===== src/hdl/gmds_pkg.sv =====
// shared types and constants for the grid maze depth-first solver
// no dependencies; compiled first
package gmds_pkg;

	localparam int COORD_W = 3;
	localparam int ADDR_W = 6;
	localparam int CELLS = 64;
	localparam int DEPTH_W = 7;
	localparam int SIDES_W = 4;
	localparam int PADDR_W = 4;
	localparam int PDATA_W = 32;

	localparam int GRID_COLS_DEF = 8;
	localparam int GRID_ROWS_DEF = 8;

	localparam logic [COORD_W-1:0] START_COL_RST = 3'd0;
	localparam logic [COORD_W-1:0] START_ROW_RST = 3'd0;
	localparam logic [COORD_W-1:0] GOAL_COL_RST = 3'd7;
	localparam logic [COORD_W-1:0] GOAL_ROW_RST = 3'd7;

	// search order, also the bit index in open_sides
	localparam logic [1:0] DIR_EAST = 2'd0;
	localparam logic [1:0] DIR_SOUTH = 2'd1;
	localparam logic [1:0] DIR_NORTH = 2'd2;
	localparam logic [1:0] DIR_WEST = 2'd3;

	typedef enum logic [1:0] {
		REG_START_COL = 2'd0,
		REG_START_ROW = 2'd1,
		REG_GOAL_COL  = 2'd2,
		REG_GOAL_ROW  = 2'd3
	} gmds_reg_t;

	typedef struct packed {
		logic [COORD_W-1:0] start_col;
		logic [COORD_W-1:0] start_row;
		logic [COORD_W-1:0] goal_col;
		logic [COORD_W-1:0] goal_row;
	} gmds_cfg_t;

	typedef struct packed {
		logic in_rdy;
		logic solve_clr;
		logic push_start;
		logic push_nb;
		logic dir_clr;
		logic dir_inc;
		logic pop;
		logic load_top;
		logic k_clr;
		logic emit_sel;
		logic out_path;
		logic out_fail;
	} gmds_cmd_t;

	typedef struct packed {
		logic solve_go;
		logic start_ok;
		logic at_goal;
		logic nb_ok;
		logic dir_last;
		logic stack_full;
		logic depth_one;
		logic k_last;
		logic out_free;
	} gmds_sts_t;

endpackage


===== src/hdl/gmds_cell_if.sv =====
// cell load channel: valid/ready handshake with one maze cell per word
// depends on gmds_pkg
interface gmds_cell_if;
	import gmds_pkg::*;
	logic valid;
	logic ready;
	logic [COORD_W-1:0] cell_col;
	logic [COORD_W-1:0] cell_row;
	logic [SIDES_W-1:0] open_sides;
	logic last_cell;

	modport source (output valid, output cell_col, output cell_row, output open_sides,
		output last_cell, input ready);
	modport sink (input valid, input cell_col, input cell_row, input open_sides,
		input last_cell, output ready);
endinterface


===== src/hdl/gmds_step_if.sv =====
// path step channel: valid/ready handshake with one path step per word
// depends on gmds_pkg
interface gmds_step_if;
	import gmds_pkg::*;
	logic valid;
	logic ready;
	logic [COORD_W-1:0] step_col;
	logic [COORD_W-1:0] step_row;
	logic found;
	logic last_step;

	modport source (output valid, output step_col, output step_row, output found,
		output last_step, input ready);
	modport sink (input valid, input step_col, input step_row, input found,
		input last_step, output ready);
endinterface


===== src/hdl/gmds_apb.sv =====
// apb register file holding start and goal coordinates
// depends on gmds_pkg
module gmds_apb (
	input  logic                          clk,
	input  logic                          arst_n,
	input  logic                          psel,
	input  logic                          penable,
	input  logic                          pwrite,
	input  logic [gmds_pkg::PADDR_W-1:0] paddr,
	input  logic [gmds_pkg::PDATA_W-1:0] pwdata,
	output logic [gmds_pkg::PDATA_W-1:0] prdata,
	output logic                          pready,
	output gmds_pkg::gmds_cfg_t           cfg
);
	import gmds_pkg::*;

	gmds_cfg_t cfg_q;
	logic wr_en;
	logic [1:0] reg_idx;
	logic [COORD_W-1:0] rd_val;

	assign pready = 1'b1;
	assign wr_en = psel & penable & pwrite;
	assign reg_idx = paddr[3:2];
	assign cfg = cfg_q;

	always_ff @(posedge clk or negedge arst_n) begin
		if (!arst_n) begin
			cfg_q.start_col <= START_COL_RST;
			cfg_q.start_row <= START_ROW_RST;
			cfg_q.goal_col <= GOAL_COL_RST;
			cfg_q.goal_row <= GOAL_ROW_RST;
		end else if (wr_en) begin
			unique case (reg_idx)
				REG_START_COL: cfg_q.start_col <= pwdata[COORD_W-1:0];
				REG_START_ROW: cfg_q.start_row <= pwdata[COORD_W-1:0];
				REG_GOAL_COL:  cfg_q.goal_col <= pwdata[COORD_W-1:0];
				REG_GOAL_ROW:  cfg_q.goal_row <= pwdata[COORD_W-1:0];
			endcase
		end
	end

	always_comb begin
		unique case (reg_idx)
			REG_START_COL: rd_val = cfg_q.start_col;
			REG_START_ROW: rd_val = cfg_q.start_row;
			REG_GOAL_COL:  rd_val = cfg_q.goal_col;
			REG_GOAL_ROW:  rd_val = cfg_q.goal_row;
		endcase
	end

	assign prdata = {{(PDATA_W-COORD_W){1'b0}}, rd_val};

endmodule


===== src/hdl/gmds_ctrl.sv =====
// search controller: sequences load, search steps, backtracking and path output
// depends on gmds_pkg; drives the datapath through gmds_cmd_t
module gmds_ctrl (
	input  logic                clk,
	input  logic                arst_n,
	input  gmds_pkg::gmds_sts_t sts,
	output gmds_pkg::gmds_cmd_t cmd
);
	import gmds_pkg::*;

	typedef enum logic [8:0] {
		S_IDLE    = 9'b000000001,
		S_START   = 9'b000000010,
		S_CHECK   = 9'b000000100,
		S_TRY     = 9'b000001000,
		S_POP     = 9'b000010000,
		S_RELOAD  = 9'b000100000,
		S_EMIT_RD = 9'b001000000,
		S_EMIT_LD = 9'b010000000,
		S_FAIL    = 9'b100000000
	} state_t;

	state_t state_q, state_nxt;

	always_ff @(posedge clk or negedge arst_n) begin
		if (!arst_n) begin
			state_q <= S_IDLE;
		end else begin
			state_q <= state_nxt;
		end
	end

	always_comb begin
		cmd = '0;
		state_nxt = state_q;
		unique case (state_q)
			S_IDLE: begin
				cmd.in_rdy = 1'b1;
				if (sts.solve_go) begin
					state_nxt = S_START;
				end
			end
			S_START: begin
				cmd.solve_clr = 1'b1;
				if (sts.start_ok) begin
					cmd.push_start = 1'b1;
					state_nxt = S_CHECK;
				end else begin
					state_nxt = S_FAIL;
				end
			end
			S_CHECK: begin
				if (sts.at_goal) begin
					cmd.k_clr = 1'b1;
					state_nxt = S_EMIT_RD;
				end else begin
					cmd.dir_clr = 1'b1;
					state_nxt = S_TRY;
				end
			end
			S_TRY: begin
				if (sts.nb_ok && !sts.stack_full) begin
					cmd.push_nb = 1'b1;
					state_nxt = S_CHECK;
				end else if (sts.nb_ok || sts.dir_last) begin
					state_nxt = S_POP;
				end else begin
					cmd.dir_inc = 1'b1;
				end
			end
			S_POP: begin
				cmd.pop = 1'b1;
				state_nxt = sts.depth_one ? S_FAIL : S_RELOAD;
			end
			S_RELOAD: begin
				cmd.load_top = 1'b1;
				state_nxt = S_CHECK;
			end
			S_EMIT_RD: begin
				cmd.emit_sel = 1'b1;
				state_nxt = S_EMIT_LD;
			end
			S_EMIT_LD: begin
				cmd.emit_sel = 1'b1;
				if (sts.out_free) begin
					cmd.out_path = 1'b1;
					state_nxt = sts.k_last ? S_IDLE : S_EMIT_RD;
				end
			end
			S_FAIL: begin
				if (sts.out_free) begin
					cmd.out_fail = 1'b1;
					state_nxt = S_IDLE;
				end
			end
			default: begin
				state_nxt = S_IDLE;
			end
		endcase
	end

endmodule


===== src/hdl/gmds_dp.sv =====
// search datapath: wall memory, coordinate stack, visited map, output register
// depends on gmds_pkg, gmds_cell_if, gmds_step_if
module gmds_dp #(
	parameter int GRID_COLS = gmds_pkg::GRID_COLS_DEF,
	parameter int GRID_ROWS = gmds_pkg::GRID_ROWS_DEF
) (
	input  logic                clk,
	input  logic                arst_n,
	input  gmds_pkg::gmds_cfg_t cfg,
	input  gmds_pkg::gmds_cmd_t cmd,
	output gmds_pkg::gmds_sts_t sts,
	gmds_cell_if.sink           load,
	gmds_step_if.source         step
);
	import gmds_pkg::*;

	logic [SIDES_W-1:0] wall_mem [CELLS];
	logic [ADDR_W-1:0] stk_mem [CELLS];

	logic [CELLS-1:0] visited_q;
	logic [ADDR_W-1:0] top_q;
	logic [ADDR_W-1:0] k_q;
	logic [ADDR_W-1:0] stk_rd_q;
	logic [SIDES_W-1:0] wall_rd_q;
	logic [DEPTH_W-1:0] depth_q;
	logic [1:0] dir_q;

	logic [ADDR_W-1:0] stk_raddr;
	logic [ADDR_W-1:0] nb_addr;
	logic [ADDR_W-1:0] start_addr;
	logic [DEPTH_W-1:0] depth_m1;
	logic [COORD_W-1:0] col;
	logic [COORD_W-1:0] row;
	logic nb_inb;
	logic in_take;

	logic out_valid_q;
	logic [COORD_W-1:0] out_col_q;
	logic [COORD_W-1:0] out_row_q;
	logic out_found_q;
	logic out_last_q;

	assign load.ready = cmd.in_rdy;
	assign in_take = load.valid & load.ready;

	assign col = top_q[COORD_W-1:0];
	assign row = top_q[ADDR_W-1:COORD_W];
	assign start_addr = {cfg.start_row, cfg.start_col};
	assign depth_m1 = depth_q - DEPTH_W'(1);
	assign stk_raddr = cmd.emit_sel ? k_q : ADDR_W'(depth_q - DEPTH_W'(2));

	always_ff @(posedge clk) begin
		if (in_take) begin
			wall_mem[{load.cell_row, load.cell_col}] <= load.open_sides;
		end
		wall_rd_q <= wall_mem[top_q];
	end

	always_ff @(posedge clk) begin
		if (cmd.push_start) begin
			stk_mem[ADDR_W'(0)] <= start_addr;
		end else if (cmd.push_nb) begin
			stk_mem[depth_q[ADDR_W-1:0]] <= nb_addr;
		end
		stk_rd_q <= stk_mem[stk_raddr];
	end

	always_comb begin
		unique case (dir_q)
			DIR_EAST: begin
				nb_inb = ({1'b0, col} + 4'd1) < 4'(GRID_COLS);
				nb_addr = {row, col + 3'd1};
			end
			DIR_SOUTH: begin
				nb_inb = ({1'b0, row} + 4'd1) < 4'(GRID_ROWS);
				nb_addr = {row + 3'd1, col};
			end
			DIR_NORTH: begin
				nb_inb = row != 3'd0;
				nb_addr = {row - 3'd1, col};
			end
			DIR_WEST: begin
				nb_inb = col != 3'd0;
				nb_addr = {row, col - 3'd1};
			end
		endcase
	end

	assign sts.solve_go = in_take & load.last_cell;
	assign sts.start_ok = ({1'b0, cfg.start_col} < 4'(GRID_COLS)) &&
		({1'b0, cfg.start_row} < 4'(GRID_ROWS));
	assign sts.at_goal = (col == cfg.goal_col) && (row == cfg.goal_row);
	assign sts.nb_ok = wall_rd_q[dir_q] & nb_inb & ~visited_q[nb_addr];
	assign sts.dir_last = dir_q == DIR_WEST;
	assign sts.stack_full = depth_q[DEPTH_W-1];
	assign sts.depth_one = depth_q == DEPTH_W'(1);
	assign sts.k_last = {1'b0, k_q} == depth_m1;
	assign sts.out_free = ~out_valid_q | step.ready;

	always_ff @(posedge clk or negedge arst_n) begin
		if (!arst_n) begin
			visited_q <= '0;
			depth_q <= '0;
			top_q <= '0;
			dir_q <= '0;
			k_q <= '0;
		end else begin
			// start push also clears the rest of the visited map
			if (cmd.push_start) begin
				visited_q <= {{(CELLS-1){1'b0}}, 1'b1} << start_addr;
				depth_q <= DEPTH_W'(1);
				top_q <= start_addr;
			end else if (cmd.solve_clr) begin
				visited_q <= '0;
				depth_q <= '0;
			end else if (cmd.push_nb) begin
				visited_q[nb_addr] <= 1'b1;
				depth_q <= depth_q + DEPTH_W'(1);
				top_q <= nb_addr;
			end else if (cmd.pop) begin
				depth_q <= depth_m1;
			end else if (cmd.load_top) begin
				top_q <= stk_rd_q;
			end
			if (cmd.dir_clr) begin
				dir_q <= DIR_EAST;
			end else if (cmd.dir_inc) begin
				dir_q <= dir_q + 2'd1;
			end
			if (cmd.k_clr) begin
				k_q <= '0;
			end else if (cmd.out_path) begin
				k_q <= k_q + ADDR_W'(1);
			end
		end
	end

	always_ff @(posedge clk or negedge arst_n) begin
		if (!arst_n) begin
			out_valid_q <= 1'b0;
		end else if (cmd.out_path || cmd.out_fail) begin
			out_valid_q <= 1'b1;
		end else if (step.ready) begin
			out_valid_q <= 1'b0;
		end
	end

	always_ff @(posedge clk) begin
		if (cmd.out_path) begin
			out_col_q <= stk_rd_q[COORD_W-1:0];
			out_row_q <= stk_rd_q[ADDR_W-1:COORD_W];
			out_found_q <= 1'b1;
			out_last_q <= sts.k_last;
		end else if (cmd.out_fail) begin
			out_col_q <= '0;
			out_row_q <= '0;
			out_found_q <= 1'b0;
			out_last_q <= 1'b1;
		end
	end

	assign step.valid = out_valid_q;
	assign step.step_col = out_col_q;
	assign step.step_row = out_row_q;
	assign step.found = out_found_q;
	assign step.last_step = out_last_q;

	a_push_room: assert property (@(posedge clk) disable iff (!arst_n)
		cmd.push_nb |-> !sts.stack_full)
		else $error("push on full stack");

	a_push_marks: assert property (@(posedge clk) disable iff (!arst_n)
		cmd.push_nb |=> visited_q[top_q])
		else $error("pushed cell not marked visited");

	a_pop_nonempty: assert property (@(posedge clk) disable iff (!arst_n)
		cmd.pop |-> depth_q != '0)
		else $error("pop on empty stack");

	a_out_no_overwrite: assert property (@(posedge clk) disable iff (!arst_n)
		(cmd.out_path || cmd.out_fail) |-> (!out_valid_q || step.ready))
		else $error("output word overwritten while stalled");

endmodule


===== src/hdl/grid_maze_depth_first_solver_top.sv =====
// top level of the grid maze depth-first solver
// depends on gmds_pkg, gmds_cell_if, gmds_step_if, gmds_apb, gmds_ctrl, gmds_dp
//
// The maze is loaded on the load channel, one word per cell with its open
// sides. A word with last_cell set stores that cell and starts the solve;
// the load channel takes a word every cycle while the block is idle and
// none while a solve runs. Start and goal come from four apb registers.
// Each search step passes a check state and then a try state that tests the
// directions in order (east, south, north, west); a backtrack passes a pop
// and a reload state, as the stack memory has a single registered read port.
// The visited map is cleared at solve start, so there is no clearing pass.
// The path leaves on the step channel bottom to top, last_step on the
// final word, each read then loaded; with no path one word with found clear.
// A stalled step channel holds the output register and the sequencer waits;
// the next load is taken as soon as the final word sits in that register.
// Reset returns the sequencer to idle, empties the stack and visited map
// and loads the default start and goal.
module grid_maze_depth_first_solver_top #(
	parameter int GRID_COLS = gmds_pkg::GRID_COLS_DEF,
	parameter int GRID_ROWS = gmds_pkg::GRID_ROWS_DEF
) (
	input  logic                          clk,
	input  logic                          arst_n,
	gmds_cell_if.sink                     load,
	gmds_step_if.source                   step,
	input  logic                          psel,
	input  logic                          penable,
	input  logic                          pwrite,
	input  logic [gmds_pkg::PADDR_W-1:0] paddr,
	input  logic [gmds_pkg::PDATA_W-1:0] pwdata,
	output logic [gmds_pkg::PDATA_W-1:0] prdata,
	output logic                          pready
);
	import gmds_pkg::*;

	gmds_cfg_t cfg;
	gmds_cmd_t cmd;
	gmds_sts_t sts;

	gmds_apb u_apb (
		.clk     (clk),
		.arst_n  (arst_n),
		.psel    (psel),
		.penable (penable),
		.pwrite  (pwrite),
		.paddr   (paddr),
		.pwdata  (pwdata),
		.prdata  (prdata),
		.pready  (pready),
		.cfg     (cfg)
	);

	gmds_ctrl u_ctrl (
		.clk    (clk),
		.arst_n (arst_n),
		.sts    (sts),
		.cmd    (cmd)
	);

	gmds_dp #(
		.GRID_COLS (GRID_COLS),
		.GRID_ROWS (GRID_ROWS)
	) u_dp (
		.clk    (clk),
		.arst_n (arst_n),
		.cfg    (cfg),
		.cmd    (cmd),
		.sts    (sts),
		.load   (load),
		.step   (step)
	);

endmodule

===== src/flat_wrapper.sv =====
// flat-port wrapper written by rule: the top's interface ports become plain ports
module grid_maze_depth_first_solver_top_flat import gmds_pkg::*;
#(
	parameter int GRID_COLS = gmds_pkg::GRID_COLS_DEF,
	parameter int GRID_ROWS = gmds_pkg::GRID_ROWS_DEF
)
  (clk, arst_n, psel, penable, pwrite, paddr, pwdata, prdata, pready, load_valid, load_cell_col, load_cell_row, load_open_sides, load_last_cell, load_ready, step_valid, step_step_col, step_step_row, step_found, step_last_step, step_ready);
  gmds_cell_if load_i ();
  gmds_step_if step_i ();
  input  logic clk;
  input  logic arst_n;
  input  logic psel;
  input  logic penable;
  input  logic pwrite;
  input  logic [gmds_pkg::PADDR_W-1:0] paddr;
  input  logic [gmds_pkg::PDATA_W-1:0] pwdata;
  output logic [gmds_pkg::PDATA_W-1:0] prdata;
  output logic pready;
  input wire logic [$bits(load_i.valid)-1:0] load_valid;
  input wire logic [$bits(load_i.cell_col)-1:0] load_cell_col;
  input wire logic [$bits(load_i.cell_row)-1:0] load_cell_row;
  input wire logic [$bits(load_i.open_sides)-1:0] load_open_sides;
  input wire logic [$bits(load_i.last_cell)-1:0] load_last_cell;
  output wire logic [$bits(load_i.ready)-1:0] load_ready;
  output wire logic [$bits(step_i.valid)-1:0] step_valid;
  output wire logic [$bits(step_i.step_col)-1:0] step_step_col;
  output wire logic [$bits(step_i.step_row)-1:0] step_step_row;
  output wire logic [$bits(step_i.found)-1:0] step_found;
  output wire logic [$bits(step_i.last_step)-1:0] step_last_step;
  input wire logic [$bits(step_i.ready)-1:0] step_ready;
  assign load_i.valid = load_valid;
  assign load_i.cell_col = load_cell_col;
  assign load_i.cell_row = load_cell_row;
  assign load_i.open_sides = load_open_sides;
  assign load_i.last_cell = load_last_cell;
  assign load_ready = load_i.ready;
  assign step_valid = step_i.valid;
  assign step_step_col = step_i.step_col;
  assign step_step_row = step_i.step_row;
  assign step_found = step_i.found;
  assign step_last_step = step_i.last_step;
  assign step_i.ready = step_ready;
  grid_maze_depth_first_solver_top #(.GRID_COLS(GRID_COLS), .GRID_ROWS(GRID_ROWS)) u_core (.clk(clk), .arst_n(arst_n), .load(load_i), .step(step_i), .psel(psel), .penable(penable), .pwrite(pwrite), .paddr(paddr), .pwdata(pwdata), .prdata(prdata), .pready(pready));
endmodule

===== config.mk =====
export PLATFORM = sky130hd
export DESIGN_NAME = grid_maze_depth_first_solver_top_flat
export DESIGN_NICKNAME = d
export VERILOG_FILES = /design/src/hdl/gmds_pkg.sv /design/src/hdl/gmds_cell_if.sv /design/src/hdl/gmds_step_if.sv /design/src/hdl/gmds_apb.sv /design/src/hdl/gmds_ctrl.sv /design/src/hdl/gmds_dp.sv /design/src/hdl/grid_maze_depth_first_solver_top.sv /design/src/flat_wrapper.sv
export SDC_FILE = /design/constraint.sdc
export NUM_CORES = 1
export LEC_CHECK = 0
export BUFFER_PORTS_ARGS = -buffer_cell sky130_fd_sc_hd__buf_2
export CELL_PAD_IN_SITES_DETAIL_PLACEMENT = 1
export CELL_PAD_IN_SITES_GLOBAL_PLACEMENT = 1
export CORE_MARGIN = 1
export CORE_UTILIZATION = 52
export CTS_CLUSTER_SIZE = 25
export DETAILED_ROUTE_END_ITERATION = 16
export HOLD_SLACK_MARGIN = 0.12
export PLACE_DENSITY_LB_ADDON = 0.1
export SYNTH_ARGS = -nofsm -noshare
export SYNTH_HDL_FRONTEND = slang
export SYNTH_HIERARCHICAL = 1
export SYNTH_SLANG_ARGS = --single-unit

===== constraint.sdc =====
create_clock -name clk -period 8.03 [get_ports clk]
set_input_delay 2.0075 -clock clk [delete_from_list [all_inputs] [get_ports clk]]
set_output_delay 2.0075 -clock clk [all_outputs]
set_load 0.1 [all_outputs]

Yosys cells after proc, flatten, opt, wreduce, memory -nomap -nowiden
Memory sizes are Yosys's and may differ from the RTL's. A register that Yosys moved wholly into a read port is not among the register bits.
Cells that the tools add are included.

storage, ports and cells
  flip-flop bits (word level) = 115
  RAM bits = 640
  input port bits = 54
  logic and storage cells = 164
  memories = 2

cells by class
  $add $sub $neg = 11
  magnitude comparators = 5
  equal/unequal tests = 25
  shifts and indexed selects = 1
  muxes and demuxes = 69
  bitwise logic cells = 10
  reductions and logical operators = 26

memory list
  memory                words  bits a word  rd ports  clocked after Yosys merged registers in  wr ports  RTL line       source
  u_core.u_dp.stk_mem   64     6            1         1                                        1         gmds_dp.sv:18  logic [ADDR_W-1:0] stk_mem [CELLS];
  u_core.u_dp.wall_mem  64     4            1         1                                        1         gmds_dp.sv:17  logic [SIDES_W-1:0] wall_mem [CELLS];

operators with widths
  operator                count
  $mux W64                3
  $pmux W9 S8             1
  $or A64 B64 Y64         1
  $shl A1 B6 Y64 const A  1
  $mux W6                 10
  $mux W9                 6
  $mux W7                 6
  $mux W1                 31
  $pmux W6 S4             1
  $pmux W3 S4             1
  $reduce_bool A3 Y1      4
  $eq A9 B1 Y1 const B    1
  $eq A9 B2 Y1 const B    1
  $eq A9 B3 Y1 const B    1
  $eq A9 B4 Y1 const B    1
  $eq A9 B5 Y1 const B    1
  $eq A9 B6 Y1 const B    1
  $eq A9 B7 Y1 const B    1
  $eq A9 B8 Y1 const B    1
  $eq A9 B9 Y1 const B    1
  $mux W3                 3
  $add A3 B1 Y4 const B   2
  $eq A2 B2 Y1 const B    4
  $lt A4 B4 Y1 const B    2
  37 further kinds        62

Logic depth before layout (Yosys ltp)
Gate-level depths: netlist (run 1).

  depth in word-level cells = 14
  mapped depth = 21
  depth with buffers taken out = 18

Cells and area by module
Netlist (run 1), hierarchy kept.

modules (own cells, without submodules)
  module     times used  cells each  area each (µm²)  seq. area each (µm²)
  gmds_dp    1           2333        31682.9          21800.9
  gmds_apb   1           65          822.0            307.8
  gmds_ctrl  1           74          648.1            226.5

Least setup slack after synthesis (run 1)
No wires, ideal clock.

  path type = reg2reg
  from = register u_core.u_dp.top_q[1]
  to = memory u_core.u_dp.stk_mem[0][3] (data pin)
  arrival time = 6.476 ns
  setup slack = 0.851 ns
  stages on the path, launching flop included = 18
  path buffers = 6
  clock period less this slack = 7.179 ns
  cells stage by stage = dfrtp_1 > buf_2 > buf_2 > buf_1 > buf_2 > xor2_1 > ha_1 > mux2i_1 > buf_4 > mux4_2 > o22ai_1 > a211oi_1 > and3_1 > nor2b_1 > nor2b_1 > nand2b_1 > clkbuf_1 > o21ai_0

RTL lines
  what                    RTL line        source
  start, declared         gmds_dp.sv:21   logic [ADDR_W-1:0] top_q;
  start signal, assigned  gmds_dp.sv:112  top_q <= start_addr;
  start signal, assigned  gmds_dp.sv:119  top_q <= nb_addr;
  start signal, assigned  gmds_dp.sv:123  top_q <= stk_rd_q;
  end, declared           gmds_dp.sv:18

==> impl_metrics.yaml, run 1 <==
critical_path:
  worst_path_largest_cell_delay_ns: 0.99
  crit_slowest_cell: "xor2_4"
  crit_type: "flop to flop"
  crit_path_end_kind: "flop"
  crit_top_cell: "nor2b_1"
  cp_max_fo: 24
  ff2ff_path_depth: 15
  cp.required_ns: 8.26
  cp-start-kind: "flop"
  r2r-end: "u_core/u_dp/stk_mem[23][3]"
  rrSetupSlack_ns: 1.36
  timing.rr.start: "u_core/u_dp/dir_q[0]"
  critical_path.top_delay_family: "simple AND/OR/NAND/NOR gates"
  crit_arrival_ns: 6.91
  cp_num_buf_inv: 3
  cp_cell_sequence: "inv_1 > ha_1 > xor2_4 > buf_4 > mux2i_1 > mux4_2 > o22ai_1 > a211oi_1 > and3_1 > nor2b_1 > nor2b_1 > buf_4 > nor2b_1 > nand4_1 > nor2_1"
power:
  switching_share: 0.373
  p_clk_frac: 0.283
  seq_power_share: 0.367
  power_uw: 13100
  leakage_uw: 0.0124
  comb_power_share: 0.350
  p_sw_uw: 4890
  peakVddDrop_mv: 0.284
  p_int_uw: 8230
  power_density_nw_per_um2: 359
global_routing:
  overflow: 0
  grt_use_total: 0.272
  grt_pass1_vias: 21800
  grt_start_max_net_pins: 145
  grt_first_pass_wirelength_um: 131000
  antenna_found_initial: 1
finish:
  drive_gt1_frac: 0.136
  fillers: 6112
  nets: 2532
  areaGrowthSynthToFinish_pct: 10.4
timing:
  tightest_slew_ns: 1.33
  grt_setup_unrepaired: "false"
  timing.hold.ws_ns: 0.453
  fin_crit_ns: 6.67
  fmax_mhz: 150
  fin_crit_sh: 0.831
  setup_tns_ns: 0
  finalClockSkew_ns: 0.0239
  finalHoldViolations: 0
  max-slew-margin-rel: 0.115
  maxSlewViolCount: 0
  setup_violations: 0
placement:
  gp_congestion: 0.835
  dpl.hpwl_um: 53400
  io_buffer_count: 35
floorplanning:
  fp.dieW_um: 255
  num_rows: 92
  die-area_sq_um: 64800
  fp.dieH_um: 255
  pin_count: 97
  core-area_sq_um: 63100
  start_util: 0.526
synthesis:
  yosysTopAreaCellShare: 0.586
  yosysWarnings: 6
  synth_edf_count: 647
  synth_area_sq_um: 33200
  synth_ff_type: "edfxtp_1"
  seq_area_frac_synth: 0.674
  asyncSetResetFlopFracSynth: 0.140
  syn_inst: 2472
  synth_top_area_cell: "edfxtp_1"
  synth_area_leaders: "edfxtp_1 59%, dfrtp_1 7.5%, mux4_2 5.7%"
  ys_types: 77
  post_synth.cell_area_avg_sq_um: 13.4
  ys_seq_elements: 765
cts:
  clock_path_buffers: 3
  path_clk_slew_ns: 0.06
  ctsHoldBuffers: 0
  cts_root_buf: "clkbuf_16"
  cts_resized: 0
  cts_made_buffers: 80
  insertion_delay_ns: 0.61
  cts_tree: "done"
  post-cts-setup-buffers: 0
  cts_sinks: 765
  htree_num_levels: 3
drt:
  avgViaCountPerCell: 6.11
  ant_nets: 0
  routedWlPerCell_um: 25.7
  drc: 0
  drtPass1Iterations: 7
  wirelength_um: 86800
  first_iter_violations: 1465
  dr_total_vias: 20600
min_path:
  hold_path_depth: 1
  hp-class: "flop to flop"
  hold_end: "u_core/u_dp/step.found"
  min-delay-start: "u_core/u_dp/step.found"
job:
  maxCapViolCount: 0
outcome:
  status: "finished clean"
-- flip-flops by register name, indices dropped and copies added (netlist names), 2 cells and up --
name                       count
u_core/u_dp/dir_q              2
u_core/u_ctrl/state_q          9
u_core/u_dp/stk_rd_q           6
u_core/u_dp/depth_q            7
u_core/u_dp/step.step_col      3
u_core/u_dp/visited_q         64
u_core/u_dp/k_q                6
u_core/u_dp/top_q              6
u_core/u_dp/step.step_row      3
u_core/u_apb/cfg              12
u_core/u_dp/wall_rd_q          4
u_core/u_dp/stk_mem          384
u_core/u_dp/wall_mem         256
-- final cells by class --
class | instances | area, sq um | area share
Timing Repair Buffer | 67 | 443 | 0.0121
Clock buffer | 100 | 2150 | 0.0587
Clock inverter | 45 | 467 | 0.0127
Antenna cell | 1 | 2.50 | 0.0000684
Tap cell | 846 | 1060 | 0.0289
Multi-Input combinational cell | 1532 | 10100 | 0.275
Inverter | 17 | 63.8 | 0.00174
Sequential cell | 765 | 22300 | 0.610
-- cell usage in the layout (no fill, tap or decap), types with 31 or more instances in the layout --
master / netlist / final
o21ai_0: 76 / 70
nand3_1: 119 / 119
buf_4: 38 / 31
mux4_2: 84 / 84
a31oi_1: 56 / 56
conb_1: 3 / 31
clkbuf_16: 0 / 83
a21oi_1: 145 / 144
nor2_1: 194 / 194
dfrtp_1: 100 / 97
mux2i_1: 98 / 97
buf_2: 41 / 34
a32oi_1: 49 / 49
nand2_1: 416 / 416
edfxtp_1: 647 / 647
-- per-stage QoR --
step / utilization / setup WS (ns) / std cells / cell area [sq um]
finish: 0.580 / 1.36 / 3373 / 36600
global route: 0.580 / 1.03 / 3372 / 36600
CTS: 0.580 / 1.44 / 3372 / 36600
detailed placement: 0.539 / 1.47 / 3227 / 34000
global placement: 0.539 / 1.65 / 3227 / 34000
floorplan: - / 0.851 / 2500 / 33300
-- cell families after synthesis --
family / Yosys count / synth area share
AO/OA/AOI/OAI: 381 / 0.0688
XOR/XNOR: 36 / 0.0103
adder cells (fa/ha/maj): 15 / 0.00566
buffers and inverters: 203 / 0.0300
flip-flops: 765 / 0.674
multiplexers: 208 / 0.0968
other: 3 / 0.000340
AND/OR/NAND/NOR: 861 / 0.114
-- power groups by stage --
stage               registers (uW)  clock network [uW]  logic (uW)
finish                        4820                3710        4590
global route                  4840                3910        4880
CTS                           4820                3780        4600
global placement              4890                   0        4430
floorplan                     4740                   0        3080
detailed placement            4900                   0        4550
-- synthesized netlist by cell type (14+ instances only) --
library cell	count
a31oi_1	56
nand3_1	119
nor3_1	16
o21ai_0	76
buf_4	38
xnor2_1	21
edfxtp_1	647
nand2_1	416
nand2b_1	14
dfrtp_1	100
buf_2	41
mux2_2	23
nor2_1	194
mux2i_1	98
a32oi_1	49
ha_1	15
clkbuf_1	93
mux4_2	84
a21oi_1	145
nor4_1	15
-- routing by layer --
metal / track usage / part of all wire
met1: 0.350 / 0.41
met2: 0.474 / 0.51
met3: 0.0344 / 0.045
met4: 0.0972 / 0.031
met5: 0 / 0
-- worst max-delay path by stage --
stage	cells after the start	endpoint	slack, ns	start
2_1_floorplan	17	u_core/u_dp/stk_mem[0][3]	0.85	u_core/u_dp/top_q[1]
3_3_place_gp	15	u_core/u_dp/stk_mem[31][4]	1.65	u_core/u_dp/dir_q[0]
3_5_place_dp	15	u_core/u_dp/stk_mem[23][5]	1.47	u_core/u_dp/dir_q[0]
4_1_cts	15	u_core/u_dp/stk_mem[23][5]	1.44	u_core/u_dp/dir_q[0]
5_1_grt	15	u_core/u_dp/stk_mem[23][3]	1.03	u_core/u_dp/dir_q[0]
6_report	15	u_core/u_dp/stk_mem[23][3]	1.36	u_core/u_dp/dir_q[0]
(Power assumes the default switching activity.)
==> inputs of run 2 (changes only) <==
==> constraint.sdc (replaced) <==
create_clock -name clk -period 6.55 [get_ports clk]
set_input_delay 1.6375 -clock clk [delete_from_list [all_inputs] [get_ports clk]]
set_output_delay 1.6375 -clock clk [all_outputs]
set_load 0.1 [all_outputs]
==> run 2 against run 1 <==
- sequential power increased by 22%
- clock power up 28%
- die area is the same
- total power is 24% higher
- worst hold slack better by 0.0090 ns
- cell count up 0.42%
- non-clock buffer count rose by 10
- flip-flop and latch count is the same
- clock skew decreased by 0.0019 ns
- via count grew 0.51%
- highest routed layer unchanged
==> impl_metrics.yaml, run 2 (synthesis gave the netlist of run 1 again) <==
timing:
  maxSlewViolCount: 0
  finalHoldViolations: 0
  fin_crit_sh: 0.929
  grt_setup_unrepaired: "false"
  max-slew-margin-rel: 0.0517
  tightest_slew_ns: 1.42
  finalClockSkew_ns: 0.0220
  fin_crit_ns: 6.09
  fmax_mhz: 164
  setup_violations: 0
  timing.hold.ws_ns: 0.462
cts:
  post-cts-setup-buffers: 0
  insertion_delay_ns: 0.63
  cts_tree: "done"
  cts_made_buffers: 81
  ctsHoldBuffers: 0
  htree_num_levels: 3
  cts_root_buf: "clkbuf_16"
  cts_sinks: 765
  clock_path_buffers: 3
  cts_resized: 0
  path_clk_slew_ns: 0.06
power:
  leakage_uw: 0.0125
  power_density_nw_per_um2: 443
  peakVddDrop_mv: 0.462
floorplanning:
  fp.dieH_um: 255
  fp.dieW_um: 255
  core-area_sq_um: 63100
  num_rows: 92
  die-area_sq_um: 64800
  pin_count: 97
  start_util: 0.526
finish:
  largest_register: "u_core/u_dp/stk_mem"
  reg_top3: "u_core/u_dp/stk_mem x384, u_core/u_dp/wall_mem x256, u_core/u_dp/visited_q x64"
  fin_util: 0.584
  largest_reg_flops: 384
  fin_area_sq_um: 36900
  nets: 2543
  antenna_cells: 0
  layout_commonest_cell: "edfxtp_1"
  drive_gt1_frac: 0.143
  mostFrequentLayoutCells: "647 x edfxtp_1, 416 x nand2_1, 194 x nor2_1"
  areaGrowthSynthToFinish_pct: 11.2
global_routing:
  grt_use_met2: 0.462
  grt_start_max_net_pins: 103
  gr-max-usage-layer: "met2"
  gr-usage-met1: 0.360
  grt_use_total: 0.274
  grt_pass1_vias: 21600
  overflow: 0
  grt_first_pass_wirelength_um: 132000
  antenna_found_initial: 0
  grtUsageMet3: 0.0448
drt:
  dr_total_vias: 20700
  drtPass1Iterations: 5
  avgViaCountPerCell: 6.11
  wirelength_um: 87200
  ant_nets: 0
  drc: 0
  first_iter_violations: 1653
  routedWlPerCell_um: 25.8
critical_path:
  crit_path_end_kind: "flop"
  cp.required_ns: 6.81
  cp_max_fo: 13
  cp-start-kind: "flop"
  crit_type: "flop to flop"
  crit_arrival_ns: 6.34
placement:
  place_area_sq_um: 34100
  gp_congestion: 0.828
  io_buffer_count: 35
  dpl.hpwl_um: 54800
min_path:
  hp-class: "flop to flop"
outcome:
  status: "finished clean"
job:
  maxCapViolCount: 0
-- run 2: changes by cell type in the layout (fill, tap and decap cells not counted), moves of 2 or more --
cell,delta
buf_4,+9
clkbuf_1,-7
clkbuf_8,+4
bufinv_16,+3
clkinv_4,+3
clkinv_8,+2
-- run 2: stage by stage --
stage	TNS, ns	cells	setup WS [ns]	total power, uW
2_1_floorplan	-216.18	2500	-0.629	9590
3_3_place_gp	0	3237	0.610	11400
3_5_place_dp	0	3237	0.548	11600
4_1_cts	0	3387	0.502	16400
5_1_grt	0	3387	0.196	17000
6_report	0	3387	0.464	16300
-- run 2: final timing paths --
| path | cells past startpoint | startpoint | slack (ns) | to |
|---|---|---|---|---|
| max reg2reg | 18 | u_core/u_dp/dir_q[0] | 0.46 | u_core/u_dp/stk_mem[54][2] |
| min in group asynchronous | 1 | arst_n | 1.09 | u_core/u_dp/visited_q[56] |
| min reg2reg | 1 | u_core/u_dp/step.found | 0.46 | u_core/u_dp/step.found |
| max | 18 | u_core/u_dp/dir_q[0] | 0.46 | u_core/u_dp/stk_mem[54][2] |
| max in group asynchronous | 2 | arst_n | 4.31 | u_core/u_apb/cfg[11] |
| min | 1 | u_core/u_dp/step.found | 0.46 | u_core/u_dp/step.found |
-- run 2: layout make-up --
type	count	area, sq um
clock buffers	96	2150
clock inverters	54	628
fillers	6144	26200
inverters	17	63.8
multi-input cells	1532	10100
flip-flops and latches	765	22300
well taps	846	1060
repair buffers	77	531
-- run 2: worst max-delay path, cell delays in order (launching register included) --
cell and delay (ns):
dfrtp_1 0.48, inv_1 0.13, ha_1 0.27, xor2_1 0.16, ha_1 0.18, a21oi_1 0.17, mux2i_1 0.16, xnor2_1 0.80
mux4_2 0.37, mux2i_1 0.09, a211oi_1 0.22, and3_1 0.29, nor2b_1 0.19, nor2b_1 0.29, buf_4 0.26, nand2b_1 0.11
nor2_1 0.22, nand3_1 0.54, nor2_1 0.78
-- run 2: report_power, final --
part	internal, uW	switching (uW)	total (uW)
Sequential	5600	285	5890
Combinational	1810	3860	5680
Clock	2840	1920	4760
Total	10300	6070	16300
-- run 2: metal layers --
metal / routed length [um] / part of all wire / vias up
li1: - / - / 9196
met1: 35800 / 0.41 / 10700
met2: 43900 / 0.50 / 611
met3: 4590 / 0.053 / 153
met4: 2880 / 0.033 / 0
met5: 0 / 0 / -
==> inputs of run 3 (changes only) <==
--- a/config.mk
+++ b/config.mk
@@ -9,7 +9,7 @@
 export CELL_PAD_IN_SITES_DETAIL_PLACEMENT = 1
 export CELL_PAD_IN_SITES_GLOBAL_PLACEMENT = 1
 export CORE_MARGIN = 1
-export CORE_UTILIZATION = 52
+export CORE_UTILIZATION = 47
 export CTS_CLUSTER_SIZE = 25
 export DETAILED_ROUTE_END_ITERATION = 16
 export HOLD_SLACK_MARGIN = 0.12
==> constraint.sdc (replaced) <==
create_clock -name clk -period 5.4 [get_ports clk]
set_input_delay 1.35 -clock clk [delete_from_list [all_inputs] [get_ports clk]]
set_output_delay 1.35 -clock clk [all_outputs]
set_load 0.1 [all_outputs]
==> run 3 against run 2 <==
- clock skew grew 0.014 ns
- worst setup slack lost 0.44 ns
- core utilization is 4.9 points lower
- die area grew 11%
- routed wire length grew 3.2%
- flip-flop and latch count stayed put
- global-route usage decreased by 2.3 points
- cell area up 1.4%
- critical endpoint is now u_core/u_dp/stk_mem[0][0]
- highest routed layer unchanged
==> impl_metrics.yaml, run 3 (synthesis gave the netlist of run 1 again) <==
outcome:
  status: "finished clean"
power:
  peakVddDrop_mv: 0.415
  seq_power_share: 0.358
  power_density_nw_per_um2: 529
  p_int_uw: 12400
  switching_share: 0.375
  p_sw_uw: 7410
  p_clk_frac: 0.286
  comb_power_share: 0.356
  leakage_uw: 0.0127
floorplanning:
  die-area_sq_um: 71600
  fp.dieW_um: 268
  fp.dieH_um: 268
  num_rows: 97
  pin_count: 97
  start_util: 0.474
  core-area_sq_um: 69900
finish:
  mostFrequentLayoutCells: "647 x edfxtp_1, 416 x nand2_1, 164 x nor2_1"
  layout_commonest_cell: "edfxtp_1"
  fillers: 6868
  nets: 2585
  drive_gt1_frac: 0.163
  largest_reg_flops: 384
  largest_register: "u_core/u_dp/stk_mem"
  fin_cells: 3523
  areaGrowthSynthToFinish_pct: 12.8
  fin_util: 0.535
  reg_top3: "u_core/u_dp/stk_mem x384, u_core/u_dp/wall_mem x256, u_core/u_dp/visited_q x64"
global_routing:
  grt_pass1_vias: 21900
  grt_use_total: 0.252
  antenna_found_initial: 0
  grt_first_pass_wirelength_um: 135000
  overflow: 0
  grt_start_max_net_pins: 77
critical_path:
  crit_slowest_cell: "nor2_1"
  crit_path_end_kind: "flop"
  crit_arrival_ns: 5.65
  cp.required_ns: 5.67
  crit_type: "flop to flop"
  worst_path_largest_cell_delay_ns: 0.94
  cp_max_fo: 8
  cp_cell_sequence: "inv_1 > ha_1 > xor2_1 > ha_1 > a21oi_1 > mux2i_1 > xnor2_1 > mux4_2 > mux2i_1 > a211oi_1 > and3_1 > nor2b_1 > nor2b_1 > nand2b_1 > nor2_1 > nor2_1"
  cp-start-kind: "flop"
  rrSetupSlack_ns: 0.02
drt:
  first_iter_violations: 1382
  top_layer_used: "met4"
  dr_total_vias: 20800
  wirelength_um: 90000
  routed-wl-met3_um: 4260
  met2RoutedLength_um: 45100
  met1_length_um: 38400
  ant_nets: 0
  drc: 0
  routedWlPerCell_um: 25.5
  drtPass1Iterations: 5
  avgViaCountPerCell: 5.89
job:
  maxCapViolCount: 0
timing:
  max-slew-margin-rel: 0.202
  finalHoldViolations: 0
  maxSlewViolCount: 0
  tightest_slew_ns: 1.20
  grt_setup_unrepaired: "true"
  setup_violations: 0
  fmax_mhz: 186
  fin_crit_sh: 0.996
  finalClockSkew_ns: 0.0361
  fin_crit_ns: 5.38
  timing.hold.ws_ns: 0.466
cts:
  cts_sinks: 765
  path_clk_slew_ns: 0.06
  cts_tree: "done"
  insertion_delay_ns: 0.64
  clock_path_buffers: 3
  cts_root_buf: "clkbuf_16"
  htree_num_levels: 3
  ctsHoldBuffers: 0
  cts_made_buffers: 82
placement:
  dp_cells: 3364
  dpl.hpwl_um: 55500
  gp_congestion: 0.812
  io_buffer_count: 35
min_path:
  hp-class: "flop to flop"
[run 3: changes by cell type in the layout (fill, tap and decap cells not counted), sizes merged, moves of 2 or more]
| cell | before | now |
|---|---|---|
| bufinv | 12 | 9 |
| clkinvlp | 4 | 2 |
| clkbuf | 96 | 107 |
| buf | 77 | 115 |
| clkinv | 37 | 31 |
| o21ai | 89 | 92 |
[run 3: power by group through the flow]
stage                     registers (uW)  clock network [uW]  logic, uW
after floorplan                     7030                   0       4590
after global placement              7190                   0       6830
after detailed placement            7200                   0       6960
after CTS                           7080                5770       7030
after global routing                7100                5970       7500
final                               7090                5650       7050
[run 3: cell type report]
cell class	count	area, sq um	area share
inverters	17	63.8	0.00171
diodes	1	2.50	0.0000669
clock buffers	107	2190	0.0584
multi-input cells	1535	10200	0.273
clock inverters	43	518	0.0139
repair buffers	115	895	0.0239
well taps	940	1180	0.0314
flip-flops and latches	765	22300	0.597
[run 3: stage by stage]
step                power [uW]  TNS [ns]  setup WS [ns]  area [sq um]
global route             20600    -44.59         -0.253         37400
detailed placement       14200         0         0.0325         34500
finish                   19800         0         0.0243         37400
CTS                      19900         0        0.00873         37200
global placement         14000         0          0.239         34500
floorplan                11600   -240.88         -0.697         33300
[run 3: path summary, 6_finish.rpt]
| kind | depth (start not counted) | startpoint | endpoint |
|---|---|---|---|
| setup reg to reg | 16 | u_core/u_dp/dir_q[0] | u_core/u_dp/stk_mem[0][0] |
| hold reg to reg | 1 | u_core/u_dp/step.found | u_core/u_dp/step.found |
| min in group asynchronous | 1 | arst_n | u_core/u_dp/visited_q[28] |
| setup / recovery | 16 | u_core/u_dp/dir_q[0] | u_core/u_dp/stk_mem[0][0] |
| max in group asynchronous | 2 | arst_n | u_core/u_dp/visited_q[44] |
| hold / removal | 1 | u_core/u_dp/step.found | u_core/u_dp/step.found |
[run 3: metal layers]
layer | vias to the layer above | GRT usage
met5 | - | 0
met4 | 0 | 0.0800
met3 | 134 | 0.0329
met2 | 527 | 0.424
met1 | 10800 | 0.339
li1 | 9305 | -
[run 3: what timing repair did]
action | 4_1_cts | 5_1_grt
setup endpoints to repair | 0 | 470
resized for setup | 0 | 36
setup buffers | 0 | 5
[run 3: critical path: cells and delay by family (launching register included)]
family | cells | cell delay (ns)
xor+xnor | 2 | 0.49
simple gates | 6 | 2.27
flops | 1 | 0.50
fa+ha+maj | 2 | 0.45
buf+inv | 1 | 0.14
compound gates | 2 | 0.41
mux | 3 | 0.76
